### src/rtl/msd_pkg.sv
// Shared widths, limits and controller/datapath interface types for the
// mean and deviation block. No dependencies.
package msd_pkg;

    localparam int SAMPLE_W    = 16;
    localparam int MAX_SAMPLES = 65536;
    localparam int CNT_W       = 17;
    localparam int SUM_W       = 33;
    localparam int SQ_W        = 48;
    localparam int SQR_W       = 2 * SAMPLE_W - 1;
    localparam int MEAN_W      = 16;
    localparam int STD_W       = 16;
    localparam int ROOT_W      = SQ_W / 2;
    localparam int DIV_STEPS   = SQ_W;
    localparam int SQRT_STEPS  = ROOT_W;
    localparam int STEP_W      = $clog2(DIV_STEPS);

    localparam logic [CNT_W-1:0] MAX_COUNT = CNT_W'(MAX_SAMPLES);

    typedef struct packed {
        logic acc;
        logic ld_mean;
        logic ld_sq;
        logic div_step;
        logic mul;
        logic var_ld;
        logic sq_ld;
        logic sq_step;
        logic out_ld;
    } t_cmd;

    typedef struct packed {
        logic out_free;
    } t_status;

endpackage

### src/rtl/mean_and_std_deviation.sv
// Top level of the population mean and standard deviation block.
// Depends on msd_pkg, msd_ctrl and msd_datapath.
//
//   channel | direction | handshake         | fields
//   --------+-----------+-------------------+--------------------------------------------
//   input   | in        | i_valid / o_stall | i_sample, i_last
//   result  | out       | o_valid / i_stall | o_sample_count, o_mean_value, o_std_dev,
//           |           |                   | o_overflowed
//
// A word without last is taken without a stall; samples stream back to back into the accumulators.
// A word with last starts the flush, the two passes of the bit-serial divider (mean, then
// mean of squares), the squaring multiply, the variance and the two-bits-per-cycle root
// unit; o_stall is high throughout.
// A stalled result holds the block in its final state until the output register frees.
// Reset is synchronous and active low; it clears the accumulators and the controller.
module mean_and_std_deviation import msd_pkg::*; (
    input  logic                       i_clk,
    input  logic                       i_rst_n,
    input  logic                       i_valid,
    output logic                       o_stall,
    input  logic signed [SAMPLE_W-1:0] i_sample,
    input  logic                       i_last,
    output logic                       o_valid,
    input  logic                       i_stall,
    output logic [CNT_W-1:0]           o_sample_count,
    output logic signed [MEAN_W-1:0]   o_mean_value,
    output logic [STD_W-1:0]           o_std_dev,
    output logic                       o_overflowed
);

    t_cmd    cmd;
    t_status status;

    msd_ctrl u_ctrl (
        .i_clk    (i_clk),
        .i_rst_n  (i_rst_n),
        .i_valid  (i_valid),
        .i_last   (i_last),
        .o_stall  (o_stall),
        .o_cmd    (cmd),
        .i_status (status)
    );

    msd_datapath u_dp (
        .i_clk          (i_clk),
        .i_rst_n        (i_rst_n),
        .i_sample       (i_sample),
        .i_cmd          (cmd),
        .o_status       (status),
        .i_stall        (i_stall),
        .o_valid        (o_valid),
        .o_sample_count (o_sample_count),
        .o_mean_value   (o_mean_value),
        .o_std_dev      (o_std_dev),
        .o_overflowed   (o_overflowed)
    );

endmodule

### src/rtl/msd_ctrl.sv
// Sequencer for accumulation, the two shared divisions, the variance and the root.
// Depends on msd_pkg.
module msd_ctrl import msd_pkg::*; (
    input  logic    i_clk,
    input  logic    i_rst_n,
    input  logic    i_valid,
    input  logic    i_last,
    output logic    o_stall,
    output t_cmd    o_cmd,
    input  t_status i_status
);

    typedef enum logic [10:0] {
        S_ACC   = 11'b00000000001,
        S_FLUSH = 11'b00000000010,
        S_LDM   = 11'b00000000100,
        S_DIVM  = 11'b00000001000,
        S_LDS   = 11'b00000010000,
        S_DIVS  = 11'b00000100000,
        S_MUL   = 11'b00001000000,
        S_VAR   = 11'b00010000000,
        S_SQL   = 11'b00100000000,
        S_SQRT  = 11'b01000000000,
        S_DONE  = 11'b10000000000
    } t_state;

    t_state            r_state, n_state;
    logic [STEP_W-1:0] r_step, n_step;

    always_comb begin
        n_state = r_state;
        n_step  = r_step;
        o_cmd   = '0;
        case (r_state)
            S_ACC: begin
                o_cmd.acc = i_valid;
                if (i_valid && i_last) begin
                    n_state = S_FLUSH;
                end
            end
            S_FLUSH: begin
                n_state = S_LDM;
            end
            S_LDM: begin
                o_cmd.ld_mean = 1'b1;
                n_step        = '0;
                n_state       = S_DIVM;
            end
            S_DIVM: begin
                o_cmd.div_step = 1'b1;
                n_step         = r_step + 1'b1;
                if (r_step == STEP_W'(DIV_STEPS - 1)) begin
                    n_state = S_LDS;
                end
            end
            S_LDS: begin
                o_cmd.ld_sq = 1'b1;
                n_step      = '0;
                n_state     = S_DIVS;
            end
            S_DIVS: begin
                o_cmd.div_step = 1'b1;
                n_step         = r_step + 1'b1;
                if (r_step == STEP_W'(DIV_STEPS - 1)) begin
                    n_state = S_MUL;
                end
            end
            S_MUL: begin
                o_cmd.mul = 1'b1;
                n_state   = S_VAR;
            end
            S_VAR: begin
                o_cmd.var_ld = 1'b1;
                n_state      = S_SQL;
            end
            S_SQL: begin
                o_cmd.sq_ld = 1'b1;
                n_step      = '0;
                n_state     = S_SQRT;
            end
            S_SQRT: begin
                o_cmd.sq_step = 1'b1;
                n_step        = r_step + 1'b1;
                if (r_step == STEP_W'(SQRT_STEPS - 1)) begin
                    n_state = S_DONE;
                end
            end
            S_DONE: begin
                if (i_status.out_free) begin
                    o_cmd.out_ld = 1'b1;
                    n_state      = S_ACC;
                end
            end
            default: begin
                n_state = S_ACC;
            end
        endcase
    end

    assign o_stall = (r_state != S_ACC);

    always_ff @(posedge i_clk) begin
        if (!i_rst_n) begin
            r_state <= S_ACC;
            r_step  <= '0;
        end else begin
            r_state <= n_state;
            r_step  <= n_step;
        end
    end

endmodule

### src/rtl/msd_datapath.sv
// Accumulators, shared restoring divider, squaring multiplier, root unit and
// output register of the mean and deviation block. Depends on msd_pkg.
module msd_datapath import msd_pkg::*; (
    input  logic                       i_clk,
    input  logic                       i_rst_n,
    input  logic signed [SAMPLE_W-1:0] i_sample,
    input  t_cmd                       i_cmd,
    output t_status                    o_status,
    input  logic                       i_stall,
    output logic                       o_valid,
    output logic [CNT_W-1:0]           o_sample_count,
    output logic signed [MEAN_W-1:0]   o_mean_value,
    output logic [STD_W-1:0]           o_std_dev,
    output logic                       o_overflowed
);

    logic [CNT_W-1:0]           r_cnt;
    logic                       r_ovf;
    logic signed [SUM_W-1:0]    r_sum;
    logic [SQ_W-1:0]            r_sqs;
    logic                       r_p_valid;
    logic signed [SAMPLE_W-1:0] r_p_x;
    logic [SQR_W-1:0]           r_p_sq;
    logic signed [2*SAMPLE_W-1:0] sq_full;

    logic [SQ_W-1:0]  r_quo;
    logic [CNT_W-1:0] r_rem;
    logic [CNT_W-1:0] r_dvs;
    logic             r_neg;
    logic [SUM_W-1:0] r_mmag;
    logic [63:0]      r_m2;
    logic [SQ_W-1:0]  r_var;
    logic [CNT_W:0]   div_t;
    logic [SUM_W-1:0] abs_sum;
    logic [SUM_W-1:0] mean_full;

    logic [SQ_W-1:0]       r_rad;
    logic [ROOT_W+1:0]     r_srem;
    logic [ROOT_W-1:0]     r_root;
    logic [ROOT_W+3:0]     sq_rp;
    logic [ROOT_W+3:0]     sq_trial;

    logic                     r_out_valid;
    logic [CNT_W-1:0]         r_o_cnt;
    logic signed [MEAN_W-1:0] r_o_mean;
    logic [STD_W-1:0]         r_o_std;
    logic                     r_o_ovf;

    assign sq_full   = i_sample * i_sample;
    assign abs_sum   = r_sum[SUM_W-1] ? (~r_sum + 1'b1) : r_sum;
    assign div_t     = {r_rem, r_quo[SQ_W-1]};
    assign sq_rp     = {r_srem, r_rad[SQ_W-1 -: 2]};
    assign sq_trial  = {2'b00, r_root, 2'b01};
    assign mean_full = r_neg ? (~r_mmag + 1'b1) : r_mmag;
    assign o_status.out_free = !r_out_valid || !i_stall;

    // accumulate: square in stage one, add in stage two
    always_ff @(posedge i_clk) begin
        if (!i_rst_n) begin
            r_cnt     <= '0;
            r_ovf     <= 1'b0;
            r_sum     <= '0;
            r_sqs     <= '0;
            r_p_valid <= 1'b0;
        end else begin
            r_p_valid <= 1'b0;
            if (i_cmd.acc) begin
                if (r_cnt == MAX_COUNT) begin
                    r_ovf <= 1'b1;
                end else begin
                    r_cnt     <= r_cnt + 1'b1;
                    r_p_valid <= 1'b1;
                end
            end
            if (r_p_valid) begin
                r_sum <= r_sum + SUM_W'(r_p_x);
                r_sqs <= r_sqs + SQ_W'(r_p_sq);
            end
            if (i_cmd.out_ld) begin
                r_cnt <= '0;
                r_ovf <= 1'b0;
                r_sum <= '0;
                r_sqs <= '0;
            end
        end
    end

    always_ff @(posedge i_clk) begin
        if (i_cmd.acc) begin
            r_p_x  <= i_sample;
            r_p_sq <= sq_full[SQR_W-1:0];
        end
    end

    // divider, variance and root
    always_ff @(posedge i_clk) begin
        if (i_cmd.ld_mean) begin
            r_quo <= SQ_W'(abs_sum);
            r_rem <= '0;
            r_dvs <= r_cnt;
            r_neg <= r_sum[SUM_W-1];
        end
        if (i_cmd.ld_sq) begin
            r_mmag <= r_quo[SUM_W-1:0];
            r_quo  <= r_sqs;
            r_rem  <= '0;
        end
        if (i_cmd.div_step) begin
            if (div_t >= {1'b0, r_dvs}) begin
                r_rem <= CNT_W'(div_t - {1'b0, r_dvs});
                r_quo <= {r_quo[SQ_W-2:0], 1'b1};
            end else begin
                r_rem <= div_t[CNT_W-1:0];
                r_quo <= {r_quo[SQ_W-2:0], 1'b0};
            end
        end
        if (i_cmd.mul) begin
            r_m2 <= r_mmag[31:0] * r_mmag[31:0];
        end
        if (i_cmd.var_ld) begin
            if (!r_mmag[SUM_W-1] && ({16'b0, r_quo} > r_m2)) begin
                r_var <= r_quo - r_m2[SQ_W-1:0];
            end else begin
                r_var <= '0;
            end
        end
        if (i_cmd.sq_ld) begin
            r_rad  <= r_var;
            r_srem <= '0;
            r_root <= '0;
        end
        if (i_cmd.sq_step) begin
            r_rad <= {r_rad[SQ_W-3:0], 2'b00};
            if (sq_rp >= sq_trial) begin
                r_srem <= (ROOT_W+2)'(sq_rp - sq_trial);
                r_root <= {r_root[ROOT_W-2:0], 1'b1};
            end else begin
                r_srem <= sq_rp[ROOT_W+1:0];
                r_root <= {r_root[ROOT_W-2:0], 1'b0};
            end
        end
    end

    // output word: hold while stalled
    always_ff @(posedge i_clk) begin
        if (!i_rst_n) begin
            r_out_valid <= 1'b0;
        end else if (i_cmd.out_ld) begin
            r_out_valid <= 1'b1;
        end else if (r_out_valid && !i_stall) begin
            r_out_valid <= 1'b0;
        end
    end

    always_ff @(posedge i_clk) begin
        if (i_cmd.out_ld) begin
            r_o_cnt  <= r_cnt;
            r_o_mean <= mean_full[MEAN_W-1:0];
            r_o_std  <= r_root[STD_W-1:0];
            r_o_ovf  <= r_ovf;
        end
    end

    assign o_valid        = r_out_valid;
    assign o_sample_count = r_o_cnt;
    assign o_mean_value   = r_o_mean;
    assign o_std_dev      = r_o_std;
    assign o_overflowed   = r_o_ovf;

endmodule

### config.mk
export PLATFORM = sky130hd
export DESIGN_NAME = mean_and_std_deviation
export DESIGN_NICKNAME = d
export VERILOG_FILES = /design/src/rtl/msd_pkg.sv /design/src/rtl/mean_and_std_deviation.sv /design/src/rtl/msd_ctrl.sv /design/src/rtl/msd_datapath.sv
export SDC_FILE = /design/constraint.sdc
export NUM_CORES = 2
export LEC_CHECK = 0
export BUFFER_PORTS_ARGS = -buffer_cell sky130_fd_sc_hd__buf_2
export CAP_MARGIN = 20
export CORE_AREA = 2 2 440 442
export CTS_CLUSTER_SIZE = 24
export DETAILED_ROUTE_END_ITERATION = 7
export DIE_AREA = 0 0 442 444
export GPL_TIMING_DRIVEN = 0
export SLEW_MARGIN = 10
export SYNTH_ARGS = -nofsm -noshare
export SYNTH_HDL_FRONTEND = slang
export SYNTH_SLANG_ARGS = --single-unit
export TNS_END_PERCENT = 20
### constraint.sdc
create_clock -name i_clk -period 7.1 [get_ports i_clk]
set_input_delay 0.71 -clock i_clk [delete_from_list [all_inputs] [get_ports i_clk]]
set_output_delay 0.71 -clock i_clk [all_outputs]
set_load 0.1 [all_outputs]
* After elaboration in Yosys (flattened, before gate mapping)
Index checks and enable logic that the tools add are counted.
** Word-level totals
- Register bits after elaboration :: 541
- Bits of input ports :: 21
- Output and inout port bits :: 52
- Logic and storage cells :: 120
** Cells by class
- Add/sub/neg operators :: 9
- Multipliers :: 2
- Magnitude comparators :: 3
- Equal/unequal tests :: 20
- Muxes and demuxes :: 38
- Bitwise operators :: 4
- Reduce and logical (&&, ||, !) cells :: 19
** Operators by type and width (count)
- $mux 48 :: 5
- $pmux 11 s11 :: 1
- $mux 26 :: 3
- $mux 17 :: 4
- $gt 48x64->1 :: 1
- $mul 32x32->64 :: 1
- $mux 11 :: 5
- $add 48x31->48 :: 1
- $mux 24 :: 2
- $sub 48x48->48 :: 1
- $add 33x1->33 const B :: 1
- $add 33x16->33 :: 1
- $mux 33 :: 1
- $not 33->33 :: 1
- $mul 16x16->31 :: 1
- $ge 28x26->1 :: 1
- $sub 26x26->26 :: 1
- $ge 18x17->1 :: 1
- $add 17x1->17 const B :: 1
- $eq 17x17->1 const B :: 1
- $sub 17x17->17 :: 1
- $add 16x1->16 const B :: 1
- $mux 16 :: 1
- $not 16->16 :: 1
- 29 further kinds :: 57

* Logic depth before layout (Yosys ltp)
- Depth after elaboration :: 6
- Gate-level depth with buffers :: 30

* Hierarchy
Synthesis repeated with hierarchy kept, for this count alone.
** Second synthesis, totals
- Cell total of the unflattened synthesis :: 6850
- Area, all modules :: 66882.9 sq um
** By module, submodules not included
- msd_datapath :: instances 1, cells an instance 6723, area an instance 65736.8 sq um, seq. area each 14614.0 sq um
- msd_ctrl :: instances 1, cells an instance 127, area an instance 1146.1 sq um, seq. area each 340.3 sq um

* Worst setup path after synthesis
No wires, ideal clock.
- Path type :: reg2reg
- Start point :: register u_dp.r_mmag[5]
- End point :: register u_dp.r_m2[61] (data pin)
- Setup time :: 258 ps
- Arrival time :: 7373 ps
- Required time :: 6842 ps
- Setup slack :: -531 ps
- Cell stages (with the launch flop) :: 30
- Buffers on the path :: 4
- Path through :: edfxtp_1 clkbuf_1 clkbuf_1 clkbuf_1 nand2_1 fa_1 inv_1 fa_1 fa_1 inv_1 fa_1 inv_1 fa_1 fa_1 fa_1 inv_1 fa_1 inv_1 ha_1 clkbuf_1 and4_1 and4_1 o211ai_1 a311oi_1 o21ai_1 nand2_1 a31oi_1 o21ai_1 a31oi_1 xnor2_1
** On the way
- Longest elaborated chain between the ends :: 1
** RTL lines
- start: declaration :: RTL line msd_datapath.sv:30 : logic [SUM_W-1:0] r_mmag;
- start signal: assignment :: RTL line msd_datapath.sv:104 : r_mmag <= r_quo[SUM_W-1:0];
- $mul 32x32->64 :: RTL line msd_datapath.sv:118 : r_m2 <= r_mmag[31:0] * r_mmag[31:0];
- end signal: assignment :: RTL line msd_datapath.sv:118
- end: declaration :: RTL line msd_datapath.sv:31 : logic [63:0] r_m2;
No other way between the ends.
A chain may end at the register's enable or synchronous reset.

* Final worst setup path
- Start point :: register u_dp.r_mmag[15]
- End point :: register u_dp.r_m2[58] (data pin)
The elaborated chain is that of the path after synthesis.

==> run summary <==
The flow ran to the end, but the final reports show violations. The checks that failed: setup timing. The region available for standard cell placement spans 192000 um2. The run gives 12.4 mm as the total length of routed met3 wires. The total length of routed wires was 199 mm; the later-pin clock latency in the skew report was 0.69 ns.

The number of ports placed on the die boundary is 73, and the wire length per cell is 20.6 um. The final worst setup slack was -0.900 ns; the final routed DRC violation total was 0. The clock passes through at most 3 buffers. The highest fanout seen on the critical path was 10.

The tools report the max-slew violation total from the final report as 0. Number of distinct library cells after synthesis: 93. The tree built by TritonCTS fans out to 538 sinks.

The detailed router used layers up to and including met4. In the synthesized netlist, the number of instances is 6811. The post-route netlist has 10.8% of its cells at a drive strength greater than 1.

The tools report the number of search-and-repair iterations in the first detailed-routing pass as 6. Detailed placement ended at an HPWL of 160 mm. The number of failing hold endpoints at the final stage is 0.

By area the synthesized netlist is led by sky130_fd_sc_hd__fa_1 (31%), sky130_fd_sc_hd__edfxtp_1 (19%), sky130_fd_sc_hd__ha_1 (10%). Portion of total power attributed to sequential cells: 26.1%. The cell accounting for the most synthesized area is sky130_fd_sc_hd__fa_1. The endpoint required time on the critical path is 7.49 ns. Clock tree synthesis selected as its root buffer the cell sky130_fd_sc_hd__clkbuf_16. The overall power consumption is 15.8 mW.

Type of the most critical hold path: in -> reg. The global-route wire length before repair is 307 mm. The number of enable-type register cells in the synthesized netlist is 418. Net switching is 40.4% of the power. After synthesis the cells add up to 66600 um2.

The async set or reset register ratio after synthesis was 0%. The most instantiated flip-flop cell in the synthesis netlist is sky130_fd_sc_hd__edfxtp_1. The worst pin sits at a relative slew slack of 36.5%. Setup violations remaining at the end of the flow were counted as 37. Most common cell in the synthesized netlist: sky130_fd_sc_hd__inv_1. Detailed routing placed a total of 92.6 mm of wire on met2. Max-cap violations in this run came to 0.

TritonCTS built the clock tree. The final layout contains 8679 nets. The share of Yosys cell area claimed by the top area cell type came out at 30.9%. After the first detailed-routing iteration, the DRC count stood at 4284.

The tools report the startpoint type of the worst setup path as a register. The logs give 53 for the largest net degree at the start of global routing and 19.7% for the clock network fraction of total power. For this run, the share of the core covered by cells in the final layout is 39.6%.

The worst-case setup slack after placement came out at -2.62 ns. The number of nets handed over by synthesis was 8403. In this run the vertical extent of the chip is 444 um.

The tools report the design internal power as 9.38 mW. For the final database, setup skew stands at 0.0432 ns. The number of buffers added on ports was 72. The detail-routed via count per cell is 5.10, and the final critical path time including I/O delays and setup is 8.00 ns. The tools report the initial core utilization as 34.8%.

After synthesis, the most frequently instantiated cells are sky130_fd_sc_hd__inv_1 (1417), sky130_fd_sc_hd__fa_1 (1027), sky130_fd_sc_hd__ha_1 (544). The area growth from synthesis to layout is 14.0%. The number of levels in the clock H-tree is 2, and the vias after detailed routing is 49.3k. The power per standard cell area was 208 nW/um2; the reported net switching power was 6.37 mW.

Sum of routed wire segments on met1: 84.1 mm. The worst setup path is of the reg -> reg kind. The initial antenna violation count was 13. Setup repair after global routing could not meet its margin everywhere.

Static timing analysis puts the maximum clock frequency at 0.125 GHz. Buffers inserted to repair hold after CTS numbered 0. The tools report the die outline area as 196000 um2. The mean instance size in the synthesized netlist was 9.78 um2; the portion of the post-synthesis area used by sequential elements was 22.5%. The static power due to leakage was 35.7 nW; the portion of the clock cycle consumed by the worst path in the final layout was 113%. The tools report the last weighted congestion value of the routability-driven placer as 0.976. The tools report the total routing usage reported by global routing as 20.3%. The run gives 54.2% as the fraction of power consumed by combinational cells. The floorplan has 161 rows. After clock tree synthesis, the clock-pin slew on the worst setup and hold paths is 0.07 ns. TritonCTS created 59 clock buffers. For this run, the number of Yosys warnings is 0. The capturing element type of the critical path was a register. The die boundary width came out at 442 um. The total overflow left after global routing is 0. Across the VDD grid, the largest voltage drop is 0.384 mV.

The remaining antenna violation count after routing is 0. Synthesis inferred 538 register bits. The transition at the pin with the smallest max-transition slack is 0.950 ns, and the worst path arrival time is 8.39 ns.

For the number of global-route vias before repair, the log shows 51.7k.
[power groups by stage]
stage	registers [mW]	logic (mW)	clock network [mW]
after floorplan	4.09	6.63	0
after global placement	4.18	8.36	0
after detailed placement	4.18	8.54	0
after CTS	4.11	8.59	3.19
after global routing	4.13	9.71	3.31
final	4.11	8.53	3.11
[critical path: stages, from the launching register on]
cell                        delay [ns]
sky130_fd_sc_hd__edfxtp_1         0.53
sky130_fd_sc_hd__clkbuf_16        0.25
sky130_fd_sc_hd__clkbuf_16        0.19
sky130_fd_sc_hd__and2_4           0.17
sky130_fd_sc_hd__fa_1             0.48
sky130_fd_sc_hd__ha_1             0.31
sky130_fd_sc_hd__a31o_2           0.27
sky130_fd_sc_hd__fa_1             0.53
sky130_fd_sc_hd__inv_2            0.04
sky130_fd_sc_hd__fa_1             0.52
sky130_fd_sc_hd__inv_1            0.05
sky130_fd_sc_hd__fa_1             0.48
sky130_fd_sc_hd__fa_1             0.43
sky130_fd_sc_hd__fa_1             0.57
sky130_fd_sc_hd__fa_2             0.52
sky130_fd_sc_hd__ha_4             0.36
sky130_fd_sc_hd__a21oi_4          0.08
sky130_fd_sc_hd__o21ai_4          0.19
sky130_fd_sc_hd__nor3b_2          0.08
sky130_fd_sc_hd__o21ai_2          0.22
sky130_fd_sc_hd__nand4_1          0.29
sky130_fd_sc_hd__o211ai_1         0.27
sky130_fd_sc_hd__buf_4            0.18
sky130_fd_sc_hd__a41oi_4          0.17
sky130_fd_sc_hd__o21bai_4         0.22
sky130_fd_sc_hd__a31oi_4          0.12
sky130_fd_sc_hd__xnor2_2          0.16
[cell usage in the layout (no fill, tap or decap), types with 120 or more instances in the layout]
cell	count
sky130_fd_sc_hd__inv_1	1394
sky130_fd_sc_hd__fa_1	971
sky130_fd_sc_hd__ha_1	519
sky130_fd_sc_hd__nand2_1	474
sky130_fd_sc_hd__nor2_1	431
sky130_fd_sc_hd__edfxtp_1	418
sky130_fd_sc_hd__a21oi_1	265
sky130_fd_sc_hd__and2_1	259
sky130_fd_sc_hd__xnor2_1	175
sky130_fd_sc_hd__o21ai_0	170
sky130_fd_sc_hd__xor2_1	158
sky130_fd_sc_hd__buf_4	128
sky130_fd_sc_hd__dfxtp_1	120
[final cells by class]
type | count | area, um2
Inverter | 1421 | 5360
Clock inverter | 41 | 432
Multi-Input combinational cell | 4612 | 46500
Fill cell | 18720 | 116000
Sequential cell | 538 | 15000
Clock buffer | 71 | 1520
Buffer | 223 | 1980
Antenna cell | 5 | 12.5
Tap cell | 2526 | 3160
Timing Repair Buffer | 232 | 1930
[sequential cells by signal, indices dropped and copies added (netlist names), 17 cells and up]
signal,count
u_dp.r_rem,17
u_dp.r_sqs,48
u_dp.o_sample_count,17
u_dp.r_mmag,33
u_dp.r_srem,26
u_dp.r_quo,48
u_dp.r_dvs,17
u_dp.r_rad,48
u_dp.r_cnt,17
u_dp.r_m2,63
u_dp.r_root,24
u_dp.r_var,48
u_dp.r_sum,33
u_dp.r_p_sq,30
[what timing repair did]
action	CTS	global route
buffers inserted	118	32
resized for setup	436	135
hold endpoints to repair	0	0
pin swaps	84	116
setup endpoints to repair	55	51
gates cloned	1	0
[kinds of logic after synthesis]
group                      share of synthesized area (%)
and+or+nand+nor                                     11.9
xor gates and xnor gates                            4.43
muxes                                               1.01
buffers and inverters                               9.45
AOI/OAI and AO/OA                                   9.65
adders and majority gates                           41.1
DFF                                                 22.5
[per-stage QoR]
| step | std cells | setup TNS (ns) | hold WS [ns] | cell area [um2] |
|---|---|---|---|---|
| finish | 9669 | -18.67 | 0.277 | 75900 |
| global route | 9664 | -25.83 | 0.250 | 75900 |
| CTS | 9640 | -18.09 | 0.240 | 75300 |
| detailed placement | 9419 | -83.14 | 0.431 | 70600 |
| global placement | 9409 | -182.83 | 0.416 | 70400 |
| floorplan | 6811 | -0.129 | 0.406 | 66800 |
[layer usage]
layer | global-route usage, % | vias to the layer above
met4 | 8.80 | 0
met5 | 0 | -
met2 | 33.2 | 1609
li1 | - | 22336
met1 | 27.1 | 24930
met3 | 2.55 | 433
[path summary, 6_finish.rpt]
kind / start / end / slack (ns) / cells after the start
hold reg to reg: u_dp.r_ovf / u_dp.o_overflowed / 0.44 / 0
setup reg to reg: u_dp.r_mmag[15] / u_dp.r_m2[58] / -0.90 / 26
hold / removal: i_sample[1] / u_dp.r_p_x[1] / 0.28 / 1
setup / recovery: u_dp.r_mmag[15] / u_dp.r_m2[58] / -0.90 / 26
Note: power is estimated with default switching activity, not from simulation.
